<file path="config.mk">
export PLATFORM = sky130hd
export DESIGN_NAME = indexed_max_priority_queue_unit
export DESIGN_NICKNAME = d
export VERILOG_FILES = /design/src/hw/rtl/imq_pkg.sv /design/src/hw/rtl/imq_ctrl.sv /design/src/hw/rtl/imq_datapath.sv /design/src/hw/rtl/indexed_max_priority_queue_unit.sv
export SDC_FILE = /design/constraint.sdc
export NUM_CORES = 2
export LEC_CHECK = 0
export CAP_MARGIN = 30
export CORE_ASPECT_RATIO = 1.75
export CORE_MARGIN = 2
export CORE_UTILIZATION = 35
export CTS_BUF_LIST = sky130_fd_sc_hd__clkbuf_4 sky130_fd_sc_hd__clkbuf_8
export CTS_CLUSTER_DIAMETER = 60
export DETAILED_ROUTE_END_ITERATION = 10
export DONT_BUFFER_PORTS = 1
export GPL_TIMING_DRIVEN = 1
export PLACE_DENSITY = 0.57
export SYNTH_ARGS = -nofsm -noshare
export SYNTH_HDL_FRONTEND = slang
export SYNTH_SLANG_ARGS = --single-unit
</file>
<file path="constraint.sdc">
create_clock -name clock -period 14.02 [get_ports clock]
set_clock_uncertainty 0.1 [all_clocks]
set_input_delay 0 -clock clock [delete_from_list [all_inputs] [get_ports clock]]
set_output_delay 0 -clock clock [all_outputs]
set_load 0.005 [all_outputs]
</file>
<file path="src/hw/rtl/imq_pkg.sv">
// ---------------------------------------------------------------------------
// imq_pkg: shared types for the indexed max-priority queue
// Action codes, controller command and datapath status structs.
// ---------------------------------------------------------------------------
package imq_pkg;

   localparam int CAPACITY_DEFAULT = 64;
   localparam int ID_WIDTH         = 6;
   localparam int PRIO_WIDTH       = 32;
   localparam int COUNT_WIDTH      = 7;

   localparam logic [2:0] ACT_INSERT   = 3'd0;
   localparam logic [2:0] ACT_INCREASE = 3'd1;
   localparam logic [2:0] ACT_DECREASE = 3'd2;
   localparam logic [2:0] ACT_REMOVE   = 3'd3;
   localparam logic [2:0] ACT_QUERY    = 3'd4;

   // read port A address source
   typedef enum logic [2:0] {
      ASEL_POS,
      ASEL_ZERO,
      ASEL_LAST,
      ASEL_PARENT,
      ASEL_LEFT
   } asel_type;

   // how the pending result is formed
   typedef enum logic [1:0] {
      RES_NONE,
      RES_FAIL,
      RES_OK_PLAIN,
      RES_OK_MEM
   } res_type;

   typedef struct packed {
      logic     load_req;
      logic     ins_start;
      logic     pos_rd;
      logic     a_rd;
      asel_type a_sel;
      logic     b_rd;
      logic     latch_p_pos;
      logic     e_from_req;
      logic     e_from_a;
      logic     p_zero;
      logic     rm_top;
      logic     up_move;
      logic     dn_move;
      logic     place;
      res_type  res;
      logic     rsp_load;
   } cmd_type;

   typedef struct packed {
      logic [2:0] act;
      logic       id_ok;
      logic       present;
      logic       count_zero;
      logic       count_full;
      logic       last_nonzero;
      logic       p_zero;
      logic       left_out;
      logic       up_gt;
      logic       dn_lt;
      logic       inc_ok;
      logic       dec_ok;
      logic       out_free;
   } status_type;

endpackage

</file>
<file path="src/hw/rtl/imq_ctrl.sv">
// ---------------------------------------------------------------------------
// imq_ctrl: sequencer for the indexed max-priority queue
// Decodes a request and walks the heap one level per iteration.
// ---------------------------------------------------------------------------
module imq_ctrl (
   input  logic                clock,
   input  logic                reset,
   input  logic                req_valid,
   output logic                req_ready,
   input  imq_pkg::status_type status,
   output imq_pkg::cmd_type    cmd
);

   typedef enum logic [10:0] {
      ST_IDLE    = 11'b00000000001,
      ST_DECODE  = 11'b00000000010,
      ST_POS_WT  = 11'b00000000100,
      ST_SLOT_WT = 11'b00000001000,
      ST_TOP_WT  = 11'b00000010000,
      ST_LAST_WT = 11'b00000100000,
      ST_UP_RD   = 11'b00001000000,
      ST_UP_CMP  = 11'b00010000000,
      ST_DN_RD   = 11'b00100000000,
      ST_DN_CMP  = 11'b01000000000,
      ST_FIN     = 11'b10000000000
   } state_type;

   state_type state_ff, state_in;

   assign req_ready = (state_ff == ST_IDLE);

   always_comb begin
      state_in = state_ff;
      cmd      = '0;
      cmd.a_sel = imq_pkg::ASEL_ZERO;
      cmd.res   = imq_pkg::RES_NONE;
      unique case (state_ff)
         ST_IDLE: begin
            if (req_valid) begin
               cmd.load_req = 1'b1;
               state_in     = ST_DECODE;
            end
         end
         ST_DECODE: begin
            unique case (status.act) inside
               imq_pkg::ACT_INSERT: begin
                  if (status.id_ok && !status.present && !status.count_full) begin
                     cmd.ins_start = 1'b1;
                     cmd.res       = imq_pkg::RES_OK_PLAIN;
                     state_in      = ST_UP_RD;
                  end else begin
                     cmd.res  = imq_pkg::RES_FAIL;
                     state_in = ST_FIN;
                  end
               end
               imq_pkg::ACT_INCREASE, imq_pkg::ACT_DECREASE, imq_pkg::ACT_QUERY: begin
                  if (status.present) begin
                     cmd.pos_rd = 1'b1;
                     state_in   = ST_POS_WT;
                  end else begin
                     cmd.res  = imq_pkg::RES_FAIL;
                     state_in = ST_FIN;
                  end
               end
               imq_pkg::ACT_REMOVE: begin
                  if (!status.count_zero) begin
                     cmd.a_rd  = 1'b1;
                     cmd.a_sel = imq_pkg::ASEL_ZERO;
                     state_in  = ST_TOP_WT;
                  end else begin
                     cmd.res  = imq_pkg::RES_FAIL;
                     state_in = ST_FIN;
                  end
               end
               default: begin
                  cmd.res  = imq_pkg::RES_FAIL;
                  state_in = ST_FIN;
               end
            endcase
         end
         ST_POS_WT: begin
            cmd.latch_p_pos = 1'b1;
            cmd.a_rd        = 1'b1;
            cmd.a_sel       = imq_pkg::ASEL_POS;
            state_in        = ST_SLOT_WT;
         end
         ST_SLOT_WT: begin
            state_in = ST_FIN;
            if (status.act == imq_pkg::ACT_QUERY) begin
               cmd.res = imq_pkg::RES_OK_MEM;
            end else if (status.act == imq_pkg::ACT_INCREASE && status.inc_ok) begin
               cmd.e_from_req = 1'b1;
               cmd.res        = imq_pkg::RES_OK_PLAIN;
               state_in       = ST_UP_RD;
            end else if (status.act == imq_pkg::ACT_DECREASE && status.dec_ok) begin
               cmd.e_from_req = 1'b1;
               cmd.res        = imq_pkg::RES_OK_PLAIN;
               state_in       = ST_DN_RD;
            end else begin
               cmd.res = imq_pkg::RES_FAIL;
            end
         end
         ST_TOP_WT: begin
            cmd.rm_top = 1'b1;
            cmd.res    = imq_pkg::RES_OK_MEM;
            if (status.last_nonzero) begin
               cmd.a_rd  = 1'b1;
               cmd.a_sel = imq_pkg::ASEL_LAST;
               state_in  = ST_LAST_WT;
            end else begin
               state_in = ST_FIN;
            end
         end
         ST_LAST_WT: begin
            cmd.e_from_a = 1'b1;
            cmd.p_zero   = 1'b1;
            state_in     = ST_DN_RD;
         end
         ST_UP_RD: begin
            if (status.p_zero) begin
               cmd.place = 1'b1;
               state_in  = ST_FIN;
            end else begin
               cmd.a_rd  = 1'b1;
               cmd.a_sel = imq_pkg::ASEL_PARENT;
               state_in  = ST_UP_CMP;
            end
         end
         ST_UP_CMP: begin
            if (status.up_gt) begin
               cmd.up_move = 1'b1;
               state_in    = ST_UP_RD;
            end else begin
               cmd.place = 1'b1;
               state_in  = ST_FIN;
            end
         end
         ST_DN_RD: begin
            if (status.left_out) begin
               cmd.place = 1'b1;
               state_in  = ST_FIN;
            end else begin
               cmd.a_rd  = 1'b1;
               cmd.a_sel = imq_pkg::ASEL_LEFT;
               cmd.b_rd  = 1'b1;
               state_in  = ST_DN_CMP;
            end
         end
         ST_DN_CMP: begin
            if (status.dn_lt) begin
               cmd.dn_move = 1'b1;
               state_in    = ST_DN_RD;
            end else begin
               cmd.place = 1'b1;
               state_in  = ST_FIN;
            end
         end
         ST_FIN: begin
            if (status.out_free) begin
               cmd.rsp_load = 1'b1;
               state_in     = ST_IDLE;
            end
         end
         default: state_in = ST_IDLE;
      endcase
   end

   always_ff @(posedge clock) begin
      if (reset) begin
         state_ff <= ST_IDLE;
      end else begin
         state_ff <= state_in;
      end
   end

endmodule

</file>
<file path="src/hw/rtl/imq_datapath.sv">
// ---------------------------------------------------------------------------
// imq_datapath: heap storage and compare logic
// Heap slot memory, id-to-slot memory, presence bits, moving element,
// slot pointer, count and result register.
// ---------------------------------------------------------------------------
module imq_datapath #(
   parameter int CAPACITY = imq_pkg::CAPACITY_DEFAULT
) (
   input  logic                                  clock,
   input  logic                                  reset,
   input  imq_pkg::cmd_type                      cmd,
   output imq_pkg::status_type                   status,
   input  logic [2:0]                            req_action,
   input  logic [imq_pkg::ID_WIDTH-1:0]          req_id,
   input  logic signed [imq_pkg::PRIO_WIDTH-1:0] req_priority_req,
   output logic                                  rsp_valid,
   input  logic                                  rsp_ready,
   output logic                                  rsp_ok,
   output logic [imq_pkg::ID_WIDTH-1:0]          rsp_out_id,
   output logic signed [imq_pkg::PRIO_WIDTH-1:0] rsp_out_priority,
   output logic [imq_pkg::COUNT_WIDTH-1:0]       rsp_count
);

   // only ids reachable through the id field can ever be queued
   localparam int MAXID = 1 << imq_pkg::ID_WIDTH;
   localparam int NSLOT = (CAPACITY < MAXID) ? CAPACITY : MAXID;
   localparam int IW    = $clog2(NSLOT);
   localparam int SW    = $clog2(NSLOT);
   localparam int CW    = $clog2(NSLOT + 1);
   localparam int LW    = SW + 2;
   localparam int PW    = imq_pkg::PRIO_WIDTH;

   typedef logic [IW+PW-1:0] entry_type;

   entry_type heap_mem [NSLOT];
   logic [SW-1:0] pos_mem [NSLOT];

   logic [NSLOT-1:0] present_ff, present_in;
   logic [CW-1:0]    count_ff, count_in;

   logic [2:0]                   act_ff;
   logic [imq_pkg::ID_WIDTH-1:0] rid_ff;
   logic signed [PW-1:0]         rprio_ff;

   logic [IW-1:0]        e_id_ff;
   logic signed [PW-1:0] e_prio_ff;
   logic [SW-1:0]        p_ff;

   logic [SW-1:0]        pos_q_ff;
   logic [IW-1:0]        a_id_ff, b_id_ff;
   logic signed [PW-1:0] a_prio_ff, b_prio_ff;

   logic                         res_ok_ff;
   logic [imq_pkg::ID_WIDTH-1:0] res_id_ff;
   logic signed [PW-1:0]         res_prio_ff;

   logic                         rsp_valid_ff;
   logic                         rsp_ok_ff;
   logic [imq_pkg::ID_WIDTH-1:0] rsp_id_ff;
   logic signed [PW-1:0]         rsp_prio_ff;
   logic [CW-1:0]                rsp_count_ff;

   logic                 id_ok;
   logic [IW-1:0]        rid_idx;
   logic [SW-1:0]        parent, last_slot, a_addr, right_slot, left_slot, big_slot;
   logic [LW-1:0]        left, right;
   logic                 right_in, pick_b;
   logic [IW-1:0]        big_id, w_id;
   logic signed [PW-1:0] big_prio, w_prio;
   logic                 heap_we;

   assign id_ok      = {1'b0, rid_ff} < (imq_pkg::ID_WIDTH + 1)'(NSLOT);
   assign rid_idx    = rid_ff[IW-1:0];
   assign parent     = SW'((p_ff - SW'(1)) >> 1);
   assign last_slot  = SW'(count_ff - CW'(1));
   assign left       = (LW'(p_ff) << 1) + LW'(1);
   assign right      = left + LW'(1);
   assign left_slot  = left[SW-1:0];
   assign right_slot = right[SW-1:0];
   assign right_in   = right < LW'(count_ff);
   assign pick_b     = right_in && (b_prio_ff > a_prio_ff);
   assign big_id     = pick_b ? b_id_ff : a_id_ff;
   assign big_prio   = pick_b ? b_prio_ff : a_prio_ff;
   assign big_slot   = pick_b ? right_slot : left_slot;

   always_comb begin
      case (cmd.a_sel)
         imq_pkg::ASEL_POS:    a_addr = pos_q_ff;
         imq_pkg::ASEL_LAST:   a_addr = last_slot;
         imq_pkg::ASEL_PARENT: a_addr = parent;
         imq_pkg::ASEL_LEFT:   a_addr = left_slot;
         default:              a_addr = '0;
      endcase
   end

   // hole-based sift: the moving element is written once, at its final slot
   always_comb begin
      heap_we = cmd.place | cmd.up_move | cmd.dn_move;
      if (cmd.place) begin
         w_id   = e_id_ff;
         w_prio = e_prio_ff;
      end else if (cmd.up_move) begin
         w_id   = a_id_ff;
         w_prio = a_prio_ff;
      end else begin
         w_id   = big_id;
         w_prio = big_prio;
      end
   end

   always_ff @(posedge clock) begin
      if (heap_we) begin
         heap_mem[p_ff] <= {w_id, w_prio};
         pos_mem[w_id]  <= p_ff;
      end
      if (cmd.a_rd) begin
         {a_id_ff, a_prio_ff} <= heap_mem[a_addr];
      end
      if (cmd.b_rd) begin
         {b_id_ff, b_prio_ff} <= heap_mem[right_slot];
      end
      if (cmd.pos_rd) begin
         pos_q_ff <= pos_mem[rid_idx];
      end
   end

   always_comb begin
      present_in = present_ff;
      count_in   = count_ff;
      if (cmd.ins_start) begin
         present_in[rid_idx] = 1'b1;
         count_in            = count_ff + CW'(1);
      end
      if (cmd.rm_top) begin
         present_in[a_id_ff] = 1'b0;
         count_in            = count_ff - CW'(1);
      end
   end

   always_ff @(posedge clock) begin
      if (reset) begin
         present_ff   <= '0;
         count_ff     <= '0;
         rsp_valid_ff <= 1'b0;
      end else begin
         present_ff <= present_in;
         count_ff   <= count_in;
         if (cmd.rsp_load) begin
            rsp_valid_ff <= 1'b1;
         end else if (rsp_ready) begin
            rsp_valid_ff <= 1'b0;
         end
      end
   end

   always_ff @(posedge clock) begin
      if (cmd.load_req) begin
         act_ff   <= req_action;
         rid_ff   <= req_id;
         rprio_ff <= req_priority_req;
      end
      if (cmd.ins_start) begin
         e_id_ff   <= rid_idx;
         e_prio_ff <= rprio_ff;
         p_ff      <= SW'(count_ff);
      end else if (cmd.e_from_req) begin
         e_id_ff   <= rid_idx;
         e_prio_ff <= rprio_ff;
      end else if (cmd.e_from_a) begin
         e_id_ff   <= a_id_ff;
         e_prio_ff <= a_prio_ff;
      end
      if (cmd.latch_p_pos) begin
         p_ff <= pos_q_ff;
      end else if (cmd.p_zero) begin
         p_ff <= '0;
      end else if (cmd.up_move) begin
         p_ff <= parent;
      end else if (cmd.dn_move) begin
         p_ff <= big_slot;
      end
      case (cmd.res)
         imq_pkg::RES_FAIL: begin
            res_ok_ff   <= 1'b0;
            res_id_ff   <= (act_ff == imq_pkg::ACT_QUERY) ? rid_ff : '0;
            res_prio_ff <= '0;
         end
         imq_pkg::RES_OK_PLAIN: begin
            res_ok_ff   <= 1'b1;
            res_id_ff   <= '0;
            res_prio_ff <= '0;
         end
         imq_pkg::RES_OK_MEM: begin
            res_ok_ff   <= 1'b1;
            res_id_ff   <= imq_pkg::ID_WIDTH'(a_id_ff);
            res_prio_ff <= a_prio_ff;
         end
         default: ;
      endcase
      if (cmd.rsp_load) begin
         rsp_ok_ff    <= res_ok_ff;
         rsp_id_ff    <= res_id_ff;
         rsp_prio_ff  <= res_prio_ff;
         rsp_count_ff <= count_ff;
      end
   end

   always_comb begin
      status.act          = act_ff;
      status.id_ok        = id_ok;
      status.present      = id_ok && present_ff[rid_idx];
      status.count_zero   = (count_ff == '0);
      status.count_full   = (count_ff == CW'(NSLOT));
      status.last_nonzero = (count_ff > CW'(1));
      status.p_zero       = (p_ff == '0);
      status.left_out     = !(left < LW'(count_ff));
      status.up_gt        = e_prio_ff > a_prio_ff;
      status.dn_lt        = e_prio_ff < big_prio;
      status.inc_ok       = rprio_ff > a_prio_ff;
      status.dec_ok       = rprio_ff < a_prio_ff;
      status.out_free     = !rsp_valid_ff || rsp_ready;
   end

   assign rsp_valid        = rsp_valid_ff;
   assign rsp_ok           = rsp_ok_ff;
   assign rsp_out_id       = rsp_id_ff;
   assign rsp_out_priority = rsp_prio_ff;
   assign rsp_count        = imq_pkg::COUNT_WIDTH'(rsp_count_ff);

endmodule

</file>
<file path="src/hw/rtl/indexed_max_priority_queue_unit.sv">
// ---------------------------------------------------------------------------
// indexed_max_priority_queue_unit: indexed binary max-heap
// Insert, increase, decrease, remove-max and query over ids, one result
// per request.
// ---------------------------------------------------------------------------
//  channel | direction | handshake            | payload
//  req     | in        | req_valid/req_ready  | action, id, priority_req
//  rsp     | out       | rsp_valid/rsp_ready  | ok, out_id, out_priority, count
//
//  One request at a time. Each request is decoded and then its result formed;
//  insert adds a sift up, query a position read and a slot read, change those
//  reads plus a sift, remove a top read and, if more remain, a last-slot read
//  and a sift down. Each sift level does a registered memory read, then a compare and move.
//  Reset clears count and presence bits directly; no clearing pass.
//  A waiting result does not block the next request's transfer.
module indexed_max_priority_queue_unit #(
   parameter int CAPACITY = imq_pkg::CAPACITY_DEFAULT
) (
   input  logic                                  clock,
   input  logic                                  reset,
   input  logic                                  req_valid,
   output logic                                  req_ready,
   input  logic [2:0]                            req_action,
   input  logic [imq_pkg::ID_WIDTH-1:0]          req_id,
   input  logic signed [imq_pkg::PRIO_WIDTH-1:0] req_priority_req,
   output logic                                  rsp_valid,
   input  logic                                  rsp_ready,
   output logic                                  rsp_ok,
   output logic [imq_pkg::ID_WIDTH-1:0]          rsp_out_id,
   output logic signed [imq_pkg::PRIO_WIDTH-1:0] rsp_out_priority,
   output logic [imq_pkg::COUNT_WIDTH-1:0]       rsp_count
);

   imq_pkg::cmd_type    cmd;
   imq_pkg::status_type status;

   imq_ctrl u_ctrl (
      .clock     (clock),
      .reset     (reset),
      .req_valid (req_valid),
      .req_ready (req_ready),
      .status    (status),
      .cmd       (cmd)
   );

   imq_datapath #(
      .CAPACITY (CAPACITY)
   ) u_datapath (
      .clock            (clock),
      .reset            (reset),
      .cmd              (cmd),
      .status           (status),
      .req_action       (req_action),
      .req_id           (req_id),
      .req_priority_req (req_priority_req),
      .rsp_valid        (rsp_valid),
      .rsp_ready        (rsp_ready),
      .rsp_ok           (rsp_ok),
      .rsp_out_id       (rsp_out_id),
      .rsp_out_priority (rsp_out_priority),
      .rsp_count        (rsp_count)
   );

   a_no_up_past_root: assert property (@(posedge clock) disable iff (reset)
      cmd.up_move |-> !status.p_zero)
      else $error("sift-up moved past the root");

   a_remove_nonempty: assert property (@(posedge clock) disable iff (reset)
      cmd.rm_top |-> !status.count_zero)
      else $error("remove on empty heap");

   a_one_at_a_time: assert property (@(posedge clock) disable iff (reset)
      (req_valid && req_ready) |=> !req_ready)
      else $error("request taken while busy");

   a_count_bound: assert property (@(posedge clock) disable iff (reset)
      rsp_valid |-> (rsp_count <= imq_pkg::COUNT_WIDTH'(CAPACITY)
                     || CAPACITY > 64))
      else $error("count above capacity");

endmodule
</file>
==> reports/metrics.csv <==
metric;value;unit
status;finished clean;
cpMostUsedCell;buf_4;
place.gp.congestion;0.926;
synth_edf_count;3068;
synth_top_area_share;67.8;%
grt_max_degree;159;
cts.sinks;3151;
met3_usage;4.10;%
arrival;11.91;ns
antenna_found_initial;23;
critPathLaunchType;register;
grt_pass1_wl;670000;µm
layout-drive-gt1-share;16.9;%
die_h;828;µm
start_util;35.2;%
seq_area;0.0938;mm²
max_freq;88.5;MHz
tightestPinTransition;1.16;ns
drt_pass1_iterations;9;
synthTopCellsByArea;edfxtp_1, mux4_2, nand2_1;
final_nets;9409;
max_slew_margin;22.6;%
portBuffers;0;
synthCells;8986;
hold_violations;0;
use_met2;41.7;%
tns;0;ns
ant_nets;0;
path_class;register to register;
timing.critical_path.from;u_datapath.p_ff[0];
multi_input_area;0.0402;mm²
ios;93;
synth_nets;9177;
yosys_warnings;0;
vdd_drop_max;85.3;µV
ctsLongestPathBuffers;4;
final_cells;14800;
hpwl;286000;µm
finalCritPeriodShare;80.6;%
critPathMaxFanout;46;
p_leak;47.8;nW
netlist_area;0.136;mm²
period_minus_slack;11.30;ns
htree_num_levels;5;
dp.cells;13800;
clk_pin_slew;0.07;ns
area_growth;13.1;%
cts_tree;yes;
final.setup.worst_slack;2.72;ns
ys_seq_area_share;69.0;%
vias;88400;
synth_most_common_cell;edfxtp_1;
min_path_type;primary input to register;
slew_viol_final;0;
power_density;115;mW/mm²
core;0.387;mm²
required;14.63;ns
grt_busiest_layer;met2;
ys_ff_latch;3151;
reg2reg_depth;25;
syn_avg_cell_area;15.1;µm²
r2r_slack;2.72;ns
cap_violations;0;
track_usage;23.8;%
cts_resized;0;
grt_pass1_vias;88900;
cts_root_buf;clkbuf_8;
cp-end-kind;register;
place_ws;2.70;ns
hold_buffers;129;
numCtsBuffers;425;
drcViolationCount;0;
die_w;475;µm
fin_util;39.8;%
crit_slowest_cell;nor3_1;
ys.flop_type;edfxtp_1;
wl;485000;µm
fillers;35300;
use_met1;26.6;%
yosysTopAreaCell;edfxtp_1;
detail_route.wl_per_cell;32.9;µm
reg2reg_to;u_datapath.pos_mem[22][0];
die_area;0.393;mm²
setup_viol_count_final;0;
regToRegStartpoint;u_datapath.p_ff[0];
cp-endpoint;u_datapath.pos_mem[22][0];
slowest_delay;1.00;ns
post-cts-setup-buffer-count;0;
rsz0062_at_grt;no;
clkLatencyLatePin;1.12;ns
synthArstFlopShare;0;%
ys_types;88;
yosys-top-cells-count;edfxtp_1, nand2_1, mux2i_1;
grt-ovfl-total;0;
timing.hold.ws;0.182;ns
via_per_inst;5.99;
floorplan.rows;302;
drt_iter0_drc;10300;
## worst max-delay path, delay by kind of cell, from the launching register on
family | cells | cell delay [ns]
simple gates | 12 | 6.49
compound gates | 7 | 1.66
buf+inv | 3 | 1.56
fa+ha+maj | 2 | 0.58
flops | 1 | 0.32
xor+xnor | 1 | 0.17
## layer usage
metal  vias to the layer above  wire length (µm)
li1                      36200                 -
met1                     45500            166000
met2                      5147            247000
met3                      1459             38000
met4                        14             34200
met5                         -                92
## registers in the layout (all words and copies together) (netlist names), 6 cells and up
name	flops
u_datapath.a_prio_ff	32
u_datapath.b_id_ff	6
u_datapath.count_ff	7
u_datapath.rsp_out_id	6
u_ctrl.state_ff	11
u_datapath.pos_q_ff	6
u_datapath.b_prio_ff	32
u_datapath.e_prio_ff	32
u_datapath.rprio_ff	32
u_datapath.a_id_ff	6
u_datapath.p_ff	6
u_datapath.heap_mem	2432
u_datapath.e_id_ff	6
u_datapath.present_ff	64
u_datapath.rid_ff	6
u_datapath.rsp_out_priority	32
u_datapath.res_id_ff	6
u_datapath.pos_mem	384
u_datapath.res_prio_ff	32
u_datapath.rsp_count	7
## through the flow
stage / cell area (µm²) / power [W]
6_report: 154000 / 0.0177
5_1_grt: 154000 / 0.0181
4_1_cts: 153000 / 0.0178
3_5_place_dp: 143000 / 0.0106
3_3_place_gp: 143000 / 0.0106
2_1_floorplan: 136000 / 0.0105
## logic make-up after synthesis
| group | Yosys count | share of synthesized area (%) |
|---|---|---|
| AOI/OAI and AO/OA | 1514 | 7.86 |
| xor gates and xnor gates | 24 | 0.155 |
| and+or+nand+nor | 2439 | 8.03 |
| DFF | 3151 | 69.0 |
| buffers and inverters | 688 | 2.14 |
| adders and majority gates | 146 | 1.34 |
| muxes | 1024 | 11.4 |
## worst min-delay path by stage
stage               slack, ns  cells past startpoint                  from                        end
global route             0.17                      2  req_priority_req[11]    u_datapath.rprio_ff[11]
global placement        -0.02                      1                 reset  u_datapath.present_ff[42]
floorplan              -0.001                      0         req_action[0]       u_datapath.act_ff[0]
finish                   0.18                      4             rsp_ready       u_datapath.rsp_valid
CTS                      0.06                      4             rsp_ready       u_datapath.rsp_valid
detailed placement      -0.02                      1                 reset  u_datapath.present_ff[43]
## placed cells by master (no fill, tap or decap), types with 71 or more instances in the layout
cell type	count
a2111oi_0	71
a211oi_1	98
a21oi_1	344
a221oi_1	81
a22oi_1	222
a31oi_1	90
buf_4	228
clkbuf_4	113
clkbuf_8	434
clkinv_1	122
dfxtp_1	83
dlygate4sd3_1	127
edfxtp_1	3068
ha_1	145
mux2_2	84
mux2i_1	524
mux4_2	416
nand2_1	1429
nand3_1	285
nand4_1	150
nor2_1	109
nor2_4	74
nor3_1	88
o21ai_0	105
o221ai_1	77
o22ai_1	73
## power by group
| part | internal (W) | switching [W] |
|---|---|---|
| combinational | 0.0000928 | 0.000168 |
| clock | 0.00363 | 0.00360 |
| sequential | 0.0102 | 0.0000162 |
## layout make-up
cell class                      instances  area share [%]
Antenna cell                           38          0.0618
Multi-Input combinational cell       5147            26.1
Tap cell                             5168            4.21
Sequential cell                      3151            61.0
Clock inverter                        223            1.07
Inverter                               62           0.151
Timing Repair Buffer                  431            2.96
Clock buffer                          546            4.43
Note: power is estimated with default switching activity, not from simulation.
